--- config.mk ---
export PLATFORM = sky130hd
export DESIGN_NAME = energy_voice_activity_detector_top
export DESIGN_NICKNAME = d
export VERILOG_FILES = /design/src/hw/rtl/evad_pkg.sv /design/src/hw/rtl/evad_ctrl.sv /design/src/hw/rtl/evad_dp.sv /design/src/hw/rtl/energy_voice_activity_detector_top.sv
export SDC_FILE = /design/constraint.sdc
export NUM_CORES = 2
export LEC_CHECK = 0
export ABC_CLOCK_PERIOD_IN_PS = 9300
export BUFFER_PORTS_ARGS = -buffer_cell sky130_fd_sc_hd__buf_2
export CAP_MARGIN = 0
export CORE_MARGIN = 1
export CORE_UTILIZATION = 60
export CTS_CLUSTER_DIAMETER = 80
export DETAILED_ROUTE_END_ITERATION = 10
export GPL_TIMING_DRIVEN = 0
export PLACE_DENSITY = 0.8
export SKIP_CTS_REPAIR_TIMING = 1
export SLEW_MARGIN = 30
export SYNTH_ARGS = -nofsm -noshare
export SYNTH_HDL_FRONTEND = slang
export SYNTH_SLANG_ARGS = --single-unit
--- constraint.sdc ---
create_clock -name clock -period 9.3 [get_ports clock]
set_input_delay 0.93 -clock clock [delete_from_list [all_inputs] [get_ports clock]]
set_output_delay 0.93 -clock clock [all_outputs]
set_load 0.03 [all_outputs]
--- src/hw/rtl/evad_pkg.sv ---
// Shared types, constants and helper functions for the energy voice activity detector.
package evad_pkg;

   localparam int WINDOW_BITS_DEFAULT = 16;

   localparam int SAMPLE_W      = 16;
   localparam int TIME_W        = 32;
   localparam int COUNT_W       = 32;
   localparam int REQ_DATA_W    = 48;
   localparam int RSP_DATA_W    = 40;
   localparam int CSR_INDEX_W   = 2;
   localparam int CSR_DATA_W    = 31;
   localparam int WINLEN_W      = 16;
   localparam int MUL_W         = 32;
   localparam int MUL_STEPS     = 8;
   localparam int STEP_W        = 3;

   localparam logic [WINLEN_W-1:0]   WINDOW_LENGTH_RESET   = 16'd512;
   localparam logic [CSR_DATA_W-1:0] POWER_THRESHOLD_RESET = 31'd1073742;
   localparam logic [CSR_DATA_W-1:0] HOLD_TIME_RESET       = 31'd2000;
   localparam logic [CSR_DATA_W-1:0] LOCKOUT_TIME_RESET    = 31'd1000;

   typedef enum logic [CSR_INDEX_W-1:0] {
      CSR_WINDOW_LENGTH,
      CSR_POWER_THRESHOLD,
      CSR_HOLD_TIME,
      CSR_LOCKOUT_TIME
   } csr_index_type;

   // Operations of the shared multiplier. The window test is built from eight
   // partial products in the order listed from MUL_FILL_SQ to MUL_THR_HI.
   typedef enum logic [3:0] {
      MUL_NONE,
      MUL_FILL_SQ,
      MUL_SQ_LO,
      MUL_SQ_HI,
      MUL_MAG_LL,
      MUL_MAG_LH,
      MUL_MAG_HH,
      MUL_THR_LO,
      MUL_THR_HI,
      MUL_SAMPLE
   } mul_op_type;

   typedef enum logic [2:0] {
      ST_IDLE,
      ST_SQUARE,
      ST_ACCUM,
      ST_MUL,
      ST_DRAIN,
      ST_DECIDE,
      ST_FINISH
   } state_type;

   typedef struct packed {
      logic       load_item;
      mul_op_type mul_op;
      logic       acc_clear;
      logic       decide;
      logic       load_out;
   } cmd_type;

   typedef struct packed {
      logic window_close;
      logic out_free;
      logic end_of_call;
   } status_type;

   function automatic mul_op_type test_op(input logic [STEP_W-1:0] step);
      mul_op_type op;
      case (step)
         3'd0: op = MUL_FILL_SQ;
         3'd1: op = MUL_SQ_LO;
         3'd2: op = MUL_SQ_HI;
         3'd3: op = MUL_MAG_LL;
         3'd4: op = MUL_MAG_LH;
         3'd5: op = MUL_MAG_HH;
         3'd6: op = MUL_THR_LO;
         3'd7: op = MUL_THR_HI;
         default: op = MUL_NONE;
      endcase
      return op;
   endfunction

   // True once the wrapping timestamp now has reached or passed mark.
   function automatic logic time_reached(input logic [TIME_W-1:0] now,
                                         input logic [TIME_W-1:0] mark);
      logic [TIME_W-1:0] diff;
      diff = now - mark;
      return ~diff[TIME_W-1];
   endfunction

endpackage

--- src/hw/rtl/evad_ctrl.sv ---
// Controller state machine that sequences sample intake, the window test and the result.
module evad_ctrl (
   input  logic                clock,
   input  logic                reset,
   input  logic                req_tvalid,
   output logic                req_tready,
   input  evad_pkg::status_type status,
   output evad_pkg::cmd_type    cmd
);
   import evad_pkg::*;

   localparam logic [STEP_W-1:0] LAST_STEP = STEP_W'(MUL_STEPS - 1);

   state_type         state_ff, state_in;
   logic [STEP_W-1:0] step_ff, step_in;

   always_ff @(posedge clock) begin
      if (reset) begin
         state_ff <= ST_IDLE;
         step_ff  <= '0;
      end else begin
         state_ff <= state_in;
         step_ff  <= step_in;
      end
   end

   always_comb begin
      state_in      = state_ff;
      step_in       = step_ff;
      req_tready    = 1'b0;
      cmd.load_item = 1'b0;
      cmd.mul_op    = MUL_NONE;
      cmd.acc_clear = 1'b0;
      cmd.decide    = 1'b0;
      cmd.load_out  = 1'b0;
      case (state_ff)
         ST_IDLE: begin
            // No request is taken while reset is held.
            req_tready = !reset;
            if (req_tvalid && !reset) begin
               cmd.load_item = 1'b1;
               state_in      = ST_SQUARE;
            end
         end
         ST_SQUARE: begin
            cmd.mul_op = MUL_SAMPLE;
            state_in   = ST_ACCUM;
         end
         ST_ACCUM: begin
            if (status.window_close) begin
               cmd.acc_clear = 1'b1;
               step_in       = '0;
               state_in      = ST_MUL;
            end else begin
               state_in = ST_FINISH;
            end
         end
         ST_MUL: begin
            cmd.mul_op = test_op(step_ff);
            step_in    = step_ff + 1'b1;
            if (step_ff == LAST_STEP) begin
               state_in = ST_DRAIN;
            end
         end
         ST_DRAIN: begin
            state_in = ST_DECIDE;
         end
         ST_DECIDE: begin
            cmd.decide = 1'b1;
            state_in   = ST_FINISH;
         end
         ST_FINISH: begin
            if (!status.end_of_call) begin
               state_in = ST_IDLE;
            end else if (status.out_free) begin
               cmd.load_out = 1'b1;
               state_in     = ST_IDLE;
            end
         end
         default: begin
            state_in = ST_IDLE;
         end
      endcase
   end

endmodule

--- src/hw/rtl/evad_dp.sv ---
// Datapath: settings, window sums, shared multiplier, variance test, burst timers, result.
module evad_dp #(
   parameter int WINDOW_BITS = evad_pkg::WINDOW_BITS_DEFAULT
) (
   input  logic                                 clock,
   input  logic                                 reset,
   input  logic                                 csr_we,
   input  logic [evad_pkg::CSR_INDEX_W-1:0]     csr_index,
   input  logic [evad_pkg::CSR_DATA_W-1:0]      csr_wdata,
   input  logic [evad_pkg::REQ_DATA_W-1:0]      req_tdata,
   input  logic                                 req_tlast,
   output logic                                 rsp_tvalid,
   input  logic                                 rsp_tready,
   output logic [evad_pkg::RSP_DATA_W-1:0]      rsp_tdata,
   input  evad_pkg::cmd_type                    cmd,
   output evad_pkg::status_type                 status
);
   import evad_pkg::*;

   localparam int SQ_W  = WINDOW_BITS + 30;
   localparam int SUM_W = WINDOW_BITS + 17;
   localparam int MAG_W = WINDOW_BITS + 16;
   localparam int F2_W  = 2 * WINDOW_BITS;
   localparam int ACC_W = 2 * WINDOW_BITS + 34;

   // Settings.
   logic [WINLEN_W-1:0]   window_length_ff;
   logic [CSR_DATA_W-1:0] power_threshold_ff;
   logic [CSR_DATA_W-1:0] hold_time_ff;
   logic [CSR_DATA_W-1:0] lockout_time_ff;

   always_ff @(posedge clock) begin
      if (reset) begin
         window_length_ff   <= WINDOW_LENGTH_RESET;
         power_threshold_ff <= POWER_THRESHOLD_RESET;
         hold_time_ff       <= HOLD_TIME_RESET;
         lockout_time_ff    <= LOCKOUT_TIME_RESET;
      end else if (csr_we) begin
         case (csr_index)
            CSR_WINDOW_LENGTH:   window_length_ff   <= csr_wdata[WINLEN_W-1:0];
            CSR_POWER_THRESHOLD: power_threshold_ff <= csr_wdata;
            CSR_HOLD_TIME:       hold_time_ff       <= csr_wdata;
            CSR_LOCKOUT_TIME:    lockout_time_ff    <= csr_wdata;
            default: ;
         endcase
      end
   end

   // Window length folded to the window counter width; zero acts as one.
   logic [WINDOW_BITS+WINLEN_W-1:0] win_ext;
   logic [WINDOW_BITS-1:0]          win_raw, win;
   assign win_ext = {{WINDOW_BITS{1'b0}}, window_length_ff};
   assign win_raw = win_ext[WINDOW_BITS-1:0];
   assign win     = (win_raw == '0) ? WINDOW_BITS'(1) : win_raw;

   // Captured request.
   logic signed [SAMPLE_W-1:0] sample_ff;
   logic [TIME_W-1:0]          now_ff;
   logic                       eoc_ff;

   always_ff @(posedge clock) begin
      if (cmd.load_item) begin
         sample_ff <= req_tdata[SAMPLE_W-1:0];
         now_ff    <= req_tdata[SAMPLE_W+TIME_W-1:SAMPLE_W];
         eoc_ff    <= req_tlast;
      end
   end

   // Window sums.
   logic [SQ_W-1:0]         square_sum_ff;
   logic signed [SUM_W-1:0] plain_sum_ff;
   logic [WINDOW_BITS-1:0]  fill_ff;
   logic [F2_W-1:0]         f2_ff;
   logic [MAG_W-1:0]        sum_mag;
   logic [SAMPLE_W-1:0]     sample_mag;

   assign sample_mag = sample_ff[SAMPLE_W-1] ? SAMPLE_W'(~sample_ff + 1'b1) : sample_ff;
   assign sum_mag    = plain_sum_ff[SUM_W-1] ? MAG_W'(-plain_sum_ff) : MAG_W'(plain_sum_ff);

   // Shared multiplier with its operation tag carried alongside the product.
   logic [MUL_W-1:0]   mul_a, mul_b;
   logic [2*MUL_W-1:0] prod_ff;
   mul_op_type         prod_op_ff;
   logic [2*MUL_W-1:0] sq_ext, mag_ext, f2_ext;

   assign sq_ext  = (2*MUL_W)'(square_sum_ff);
   assign mag_ext = (2*MUL_W)'(sum_mag);
   assign f2_ext  = (2*MUL_W)'(f2_ff);

   always_comb begin
      mul_a = '0;
      mul_b = '0;
      case (cmd.mul_op)
         MUL_SAMPLE: begin
            mul_a = MUL_W'(sample_mag);
            mul_b = MUL_W'(sample_mag);
         end
         MUL_FILL_SQ: begin
            mul_a = MUL_W'(fill_ff);
            mul_b = MUL_W'(fill_ff);
         end
         MUL_SQ_LO: begin
            mul_a = MUL_W'(fill_ff);
            mul_b = sq_ext[MUL_W-1:0];
         end
         MUL_SQ_HI: begin
            mul_a = MUL_W'(fill_ff);
            mul_b = sq_ext[2*MUL_W-1:MUL_W];
         end
         MUL_MAG_LL: begin
            mul_a = mag_ext[MUL_W-1:0];
            mul_b = mag_ext[MUL_W-1:0];
         end
         MUL_MAG_LH: begin
            mul_a = mag_ext[MUL_W-1:0];
            mul_b = mag_ext[2*MUL_W-1:MUL_W];
         end
         MUL_MAG_HH: begin
            mul_a = mag_ext[2*MUL_W-1:MUL_W];
            mul_b = mag_ext[2*MUL_W-1:MUL_W];
         end
         MUL_THR_LO: begin
            mul_a = MUL_W'(power_threshold_ff);
            mul_b = f2_ext[MUL_W-1:0];
         end
         MUL_THR_HI: begin
            mul_a = MUL_W'(power_threshold_ff);
            mul_b = f2_ext[2*MUL_W-1:MUL_W];
         end
         default: ;
      endcase
   end

   always_ff @(posedge clock) begin
      prod_ff <= mul_a * mul_b;
      if (reset) begin
         prod_op_ff <= MUL_NONE;
      end else begin
         prod_op_ff <= cmd.mul_op;
      end
   end

   // Test accumulator: fill*square_sum - sum^2 - threshold*fill^2, signed.
   logic [6:0]         term_shift;
   logic               term_add, term_sub;
   logic [4*MUL_W-1:0] term_wide;
   logic [ACC_W-1:0]   term, acc_ff;
   logic               loud;

   always_comb begin
      term_shift = 7'd0;
      term_add   = 1'b0;
      term_sub   = 1'b0;
      case (prod_op_ff)
         MUL_SQ_LO:  term_add = 1'b1;
         MUL_SQ_HI: begin
            term_add   = 1'b1;
            term_shift = 7'd32;
         end
         MUL_MAG_LL: term_sub = 1'b1;
         MUL_MAG_LH: begin
            // The cross term appears twice in the square, hence one extra bit.
            term_sub   = 1'b1;
            term_shift = 7'd33;
         end
         MUL_MAG_HH: begin
            term_sub   = 1'b1;
            term_shift = 7'd64;
         end
         MUL_THR_LO: term_sub = 1'b1;
         MUL_THR_HI: begin
            term_sub   = 1'b1;
            term_shift = 7'd32;
         end
         default: ;
      endcase
   end

   assign term_wide = {{(2*MUL_W){1'b0}}, prod_ff} << term_shift;
   assign term      = term_wide[ACC_W-1:0];
   assign loud      = ~acc_ff[ACC_W-1];

   always_ff @(posedge clock) begin
      if (cmd.acc_clear) begin
         acc_ff <= '0;
      end else if (term_add) begin
         acc_ff <= acc_ff + term;
      end else if (term_sub) begin
         acc_ff <= acc_ff - term;
      end
      if (prod_op_ff == MUL_FILL_SQ) begin
         f2_ff <= prod_ff[F2_W-1:0];
      end
   end

   // Burst and lockout timers.
   logic              burst_on_ff, locked_ff;
   logic [TIME_W-1:0] burst_end_ff, lockout_end_ff;
   logic [COUNT_W-1:0] burst_total_ff;
   logic              lock_mid, loud_ok, burst_mid, burst_done;
   logic [TIME_W-1:0] burst_end_mid;

   always_comb begin
      lock_mid      = locked_ff && !time_reached(now_ff, lockout_end_ff);
      loud_ok       = loud && !lock_mid;
      burst_mid     = burst_on_ff || loud_ok;
      burst_end_mid = loud_ok ? now_ff + TIME_W'(hold_time_ff) : burst_end_ff;
      burst_done    = burst_mid && time_reached(now_ff, burst_end_mid);
   end

   always_ff @(posedge clock) begin
      if (reset) begin
         square_sum_ff  <= '0;
         plain_sum_ff   <= '0;
         fill_ff        <= '0;
         burst_on_ff    <= 1'b0;
         locked_ff      <= 1'b0;
         burst_end_ff   <= '0;
         lockout_end_ff <= '0;
         burst_total_ff <= '0;
      end else if (cmd.decide) begin
         square_sum_ff <= '0;
         plain_sum_ff  <= '0;
         fill_ff       <= '0;
         burst_on_ff   <= burst_mid && !burst_done;
         locked_ff     <= lock_mid || burst_done;
         burst_end_ff  <= burst_end_mid;
         if (burst_done) begin
            lockout_end_ff <= now_ff + TIME_W'(lockout_time_ff);
         end
         if (loud_ok && !burst_on_ff) begin
            burst_total_ff <= burst_total_ff + 1'b1;
         end
      end else if (prod_op_ff == MUL_SAMPLE) begin
         square_sum_ff <= square_sum_ff + SQ_W'(prod_ff[2*SAMPLE_W-2:0]);
         plain_sum_ff  <= plain_sum_ff + SUM_W'(sample_ff);
         fill_ff       <= fill_ff + 1'b1;
      end
   end

   // Result register.
   logic               rsp_valid_ff;
   logic               rsp_active_ff;
   logic [COUNT_W-1:0] rsp_count_ff;

   always_ff @(posedge clock) begin
      if (reset) begin
         rsp_valid_ff <= 1'b0;
      end else if (cmd.load_out) begin
         rsp_valid_ff <= 1'b1;
      end else if (rsp_tready) begin
         rsp_valid_ff <= 1'b0;
      end
      if (cmd.load_out) begin
         rsp_active_ff <= burst_on_ff;
         rsp_count_ff  <= burst_total_ff;
      end
   end

   assign rsp_tvalid = rsp_valid_ff;
   assign rsp_tdata  = RSP_DATA_W'({rsp_count_ff, rsp_active_ff});

   assign status.window_close = ({1'b0, fill_ff} + 1'b1) >= {1'b0, win};
   assign status.out_free     = !rsp_valid_ff || rsp_tready;
   assign status.end_of_call  = eoc_ff;

   a_burst_lock_exclusive : assert property (@(posedge clock) disable iff (reset)
      !(burst_on_ff && locked_ff))
      else $error("burst and lockout active together");

   a_count_only_on_decide : assert property (@(posedge clock) disable iff (reset)
      !cmd.decide |=> $stable(burst_total_ff))
      else $error("burst count changed outside a window test");

   a_window_cleared : assert property (@(posedge clock) disable iff (reset)
      cmd.decide |=> (fill_ff == '0) && (square_sum_ff == '0) && (plain_sum_ff == '0))
      else $error("window sums not cleared after test");

   a_no_result_overwrite : assert property (@(posedge clock) disable iff (reset)
      cmd.load_out |-> (!rsp_valid_ff || rsp_tready))
      else $error("pending result overwritten");

endmodule

--- src/hw/rtl/energy_voice_activity_detector_top.sv ---
// Top level of the energy voice activity detector with hold and rearm lockout.
//
// Usage: each request on the req_ channel carries one signed 16-bit PCM sample
// and its millisecond timestamp; req_tlast marks the last sample of a buffer.
// Samples are summed, together with their squares, over a window of
// window_length samples. When a window closes its AC variance is tested
// exactly in integers against power_threshold; a loud window outside the
// lockout starts or extends a burst. Only a request with req_tlast set yields
// a response on the rsp_ channel, carrying speech_active and bursts_seen.
// A sample that does not close a window passes through the states SQUARE,
// ACCUM and FINISH before the next ready. A sample that closes a window also
// passes MUL, DRAIN and DECIDE, where the shared 32x32 multiplier forms the
// eight partial products of the variance test one per cycle. No new request is
// taken before the previous one is through; FINISH loads any response.
// Reset restores the register defaults and clears sums, timers and the count.
// A stalled receiver holds the response in the output register; the block keeps
// taking requests and only waits if a second response is due before then.
module energy_voice_activity_detector_top #(
   parameter int WINDOW_BITS = evad_pkg::WINDOW_BITS_DEFAULT
) (
   input  logic                             clock,
   input  logic                             reset,
   // Configuration write port.
   input  logic                             csr_we,
   input  logic [evad_pkg::CSR_INDEX_W-1:0] csr_index,
   input  logic [evad_pkg::CSR_DATA_W-1:0]  csr_wdata,
   // Request channel.
   input  logic                             req_tvalid,
   output logic                             req_tready,
   input  logic [evad_pkg::REQ_DATA_W-1:0]  req_tdata,  // sample[15:0], time_ms[47:16]
   input  logic                             req_tlast,  // end_of_call
   // Response channel.
   output logic                             rsp_tvalid,
   input  logic                             rsp_tready,
   output logic [evad_pkg::RSP_DATA_W-1:0]  rsp_tdata   // speech_active[0], bursts_seen[32:1]
);
   import evad_pkg::*;

   cmd_type    cmd;
   status_type status;

   // The controller only sequences; all arithmetic and the detector state live in the datapath.
   evad_ctrl u_ctrl (
      .clock      (clock),
      .reset      (reset),
      .req_tvalid (req_tvalid),
      .req_tready (req_tready),
      .status     (status),
      .cmd        (cmd)
   );

   evad_dp #(
      .WINDOW_BITS (WINDOW_BITS)
   ) u_dp (
      .clock      (clock),
      .reset      (reset),
      .csr_we     (csr_we),
      .csr_index  (csr_index),
      .csr_wdata  (csr_wdata),
      .req_tdata  (req_tdata),
      .req_tlast  (req_tlast),
      .rsp_tvalid (rsp_tvalid),
      .rsp_tready (rsp_tready),
      .rsp_tdata  (rsp_tdata),
      .cmd        (cmd),
      .status     (status)
   );

endmodule

==> flow_metrics.env <==
export IMPL_fin_crit_sh_pct=111
export IMPL_fp_dieW_um=340
export IMPL_synth_flop_cell="dfxtp_1"
export IMPL_total_power_mw=14.2
export IMPL_via_per_inst=6.40
export IMPL_grt_pass1_vias=62100
export IMPL_die_y_um=340
export IMPL_rsz0062_at_grt="true"
export IMPL_violations="setup timing"
export IMPL_insertion_delay_ps=680
export IMPL_cts_tree="yes"
export IMPL_io_pins=129
export IMPL_syn_mean_instance_area_sq_um=8.37
export IMPL_synth_edf_count=114
export IMPL_dp_hpwl_mm=216
export IMPL_p_leak_nw=35.8
export IMPL_grtUsageTotal_pct=46.2
export IMPL_area_sequential_sq_mm=0.0124
export IMPL_cts_sinks=561
export IMPL_fillers=9116
export IMPL_wl_per_cell_um=27.3
export IMPL_place_congestion=1.12
export IMPL_ir_worst_vdd_uv=235
export IMPL_drc=0
export IMPL_cp_start_kind="register"
export IMPL_cp_max_fo=5
export IMPL_critical_path_slowest_cell="fa_2"
export IMPL_netlist_area_sq_mm=0.0685
export IMPL_area_growth_syn_to_layout_pct=14.2
export IMPL_finalMaxSlewViolations=0
export IMPL_first_pass_iters=10
export IMPL_start_util_pct=60.7
export IMPL_crit_type="reg -> reg"
export IMPL_slew_headroom_pct=22.1
export IMPL_async_flop_share_pct=0
export IMPL_finalHoldViolations=0
export IMPL_cellPowerDensity_mw_per_mm2=182
export IMPL_num_rows=123
export IMPL_synth_top_area_cell="fa_1"
export IMPL_wl_mm=277
export IMPL_status="finished with violations"
export IMPL_synth_cell_types=105
export IMPL_fmax_ghz=0.0972
export IMPL_syn_inst=8185
export IMPL_skew_ps=47.0
export IMPL_synth_seq_area_share_pct=18.1
export IMPL_required_ps=9880
export IMPL_synthTopCellsByArea="fa_1, dfxtp_1, ha_1"
export IMPL_finalNonFillerCells=10100
export IMPL_vias=64800
export IMPL_grt_pass1_wl_mm=394
export IMPL_cts_root_buf="clkbuf_16"
export IMPL_drv_cap=0
export IMPL_die_area_sq_mm=0.116
export IMPL_core_region_area_sq_mm=0.113
export IMPL_worst_pin_slew_ps=1170
export IMPL_path_common_cell="fa_1"
export IMPL_synth_seq_cells=561
export IMPL_io_buffers=119
export IMPL_utilization_pct=69.4
export IMPL_synth_top_cell_area_share_pct=26.3
export IMPL_final_cell_mix="nand2_1, inv_1, fa_1, nor2_1, a21oi_1"
export IMPL_cp_end_kind="register"
export IMPL_antenna_found_initial=11
export IMPL_drive_above_1_share_pct=11.9
export IMPL_setup_viol=32
export IMPL_cts_max_level=3
export IMPL_nets=10100
export IMPL_cts_buffers=69
export IMPL_placed_cells=9834
export IMPL_overflow=0
export IMPL_period_minus_slack_ps=10290
export IMPL_max_stage_delay_ps=640
export IMPL_clk_pin_slew_worst_paths_ps=60
export IMPL_final_common_cell="nand2_1"
export IMPL_synth_warnings=0
export IMPL_ant_nets=0
export IMPL_grt_max_degree=46
export IMPL_cts_max_path_buffers=3
export IMPL_fin_ws_ps=-990
export IMPL_hold_class="in -> reg"
export IMPL_drtIter0Drc=8385
export IMPL_multi_input_area_sq_mm=0.0525
export IMPL_crit_arrival_ps=10870
[layout make-up]
type,count,share of cell area (%)
Multi-Input combinational cell,6142,67.1
Sequential cell,561,15.8
Inverter,1081,5.19
Timing Repair Buffer,328,3.21
Buffer,389,2.99
Clock buffer,93,2.49
Tap cell,1500,2.40
Clock inverter,34,0.755
Antenna cell,7,0.0224
[cells in the mapped netlist (all sizes together), types with 91 or more instances]
cell type and count:
o21ai 291, fa 901, a21oi 541, buf 103, xnor2 203, a21o 157
clkbuf 304, ha 538, a211oi 94, xor2 166, nand2 1203, dfxtp 447
edfxtp 114, nor2 895, inv 1080, nand3 91
[through the flow]
step / instance area [sq um] / setup slack [ps] / hold slack (ps) / TNS (ps)
global placement: 71000 / -3770 / 442 / -130710
CTS: 74000 / -3220 / 408 / -99390
detailed placement: 71500 / -3210 / 451 / -96690
floorplan: 68500 / 10.5 / 417 / 0
global route: 78200 / -1070 / 409 / -21270
finish: 78300 / -990 / 434 / -17470
[metal layers]
layer	vias to the layer above	track usage, %	wire, um
li1	27500	-	-
met5	-	0.490	223
met1	31500	58.0	98800
met2	4582	67.0	114000
met4	10	29.8	23700
met3	1258	17.0	40400
[report_power, final]
group | switching, mW | internal (mW) | leakage, nW
Sequential | 0.235 | 2.74 | 4.69
Combinational | 5.27 | 2.95 | 29.8
Clock | 1.25 | 1.77 | 1.23
Total | 6.76 | 7.46 | 35.8
[worst paths after layout]
kind,to,startpoint,slack (ps),depth (start not counted)
setup reg to reg,u_dp.prod_ff[58],u_dp.plain_sum_ff[7],-990,33
hold reg to reg,u_dp.acc_ff[29],u_dp.acc_ff[29],460,2
hold / removal,u_dp.now_ff[13],req_tdata[29],430,1
setup / recovery,u_dp.prod_ff[58],u_dp.plain_sum_ff[7],-990,33
[worst max-delay path: cells and delay by family, from the launching register on]
kind            cells  cell delay, ps
compound gates     10            1960
xor+xnor            1             220
fa+ha+maj           9            4490
buf+inv             5             520
flops               1             360
simple gates        8            2660
[logic make-up (layout without fill, tap and decap cells)]
logic type | count (synthesis) | in the layout | share of synthesized area, %
buffers and inverters | 1488 | 1925 | 8.34
and+or+nand+nor | 2708 | 2708 | 17.2
other | 1 | 14 | 0.00547
AOI/OAI and AO/OA | 1531 | 1531 | 14.2
muxes | 88 | 88 | 1.29
DFF | 561 | 561 | 18.1
xor gates and xnor gates | 369 | 369 | 4.74
adders and majority gates | 1439 | 1439 | 36.1
[flip-flops by register name, summed over array words and instances (netlist names), 4 cells and up, named ones only]
name	cells
u_dp.fill_ff	16
u_dp.burst_end_ff	32
u_dp.sample_ff	16
u_dp.f2_ff	32
u_dp.acc_ff	66
u_dp.prod_op_ff	4
u_dp.rsp_count_ff	32
u_dp.plain_sum_ff	33
u_dp.lockout_end_ff	32
u_dp.lockout_time_ff	31
u_dp.burst_total_ff	32
u_dp.hold_time_ff	31
u_dp.win_raw	16
u_dp.square_sum_ff	46
u_dp.power_threshold_ff	31
u_dp.now_ff	32
u_dp.prod_ff	64
No activity file was read; power rests on OpenSTA's default activity.
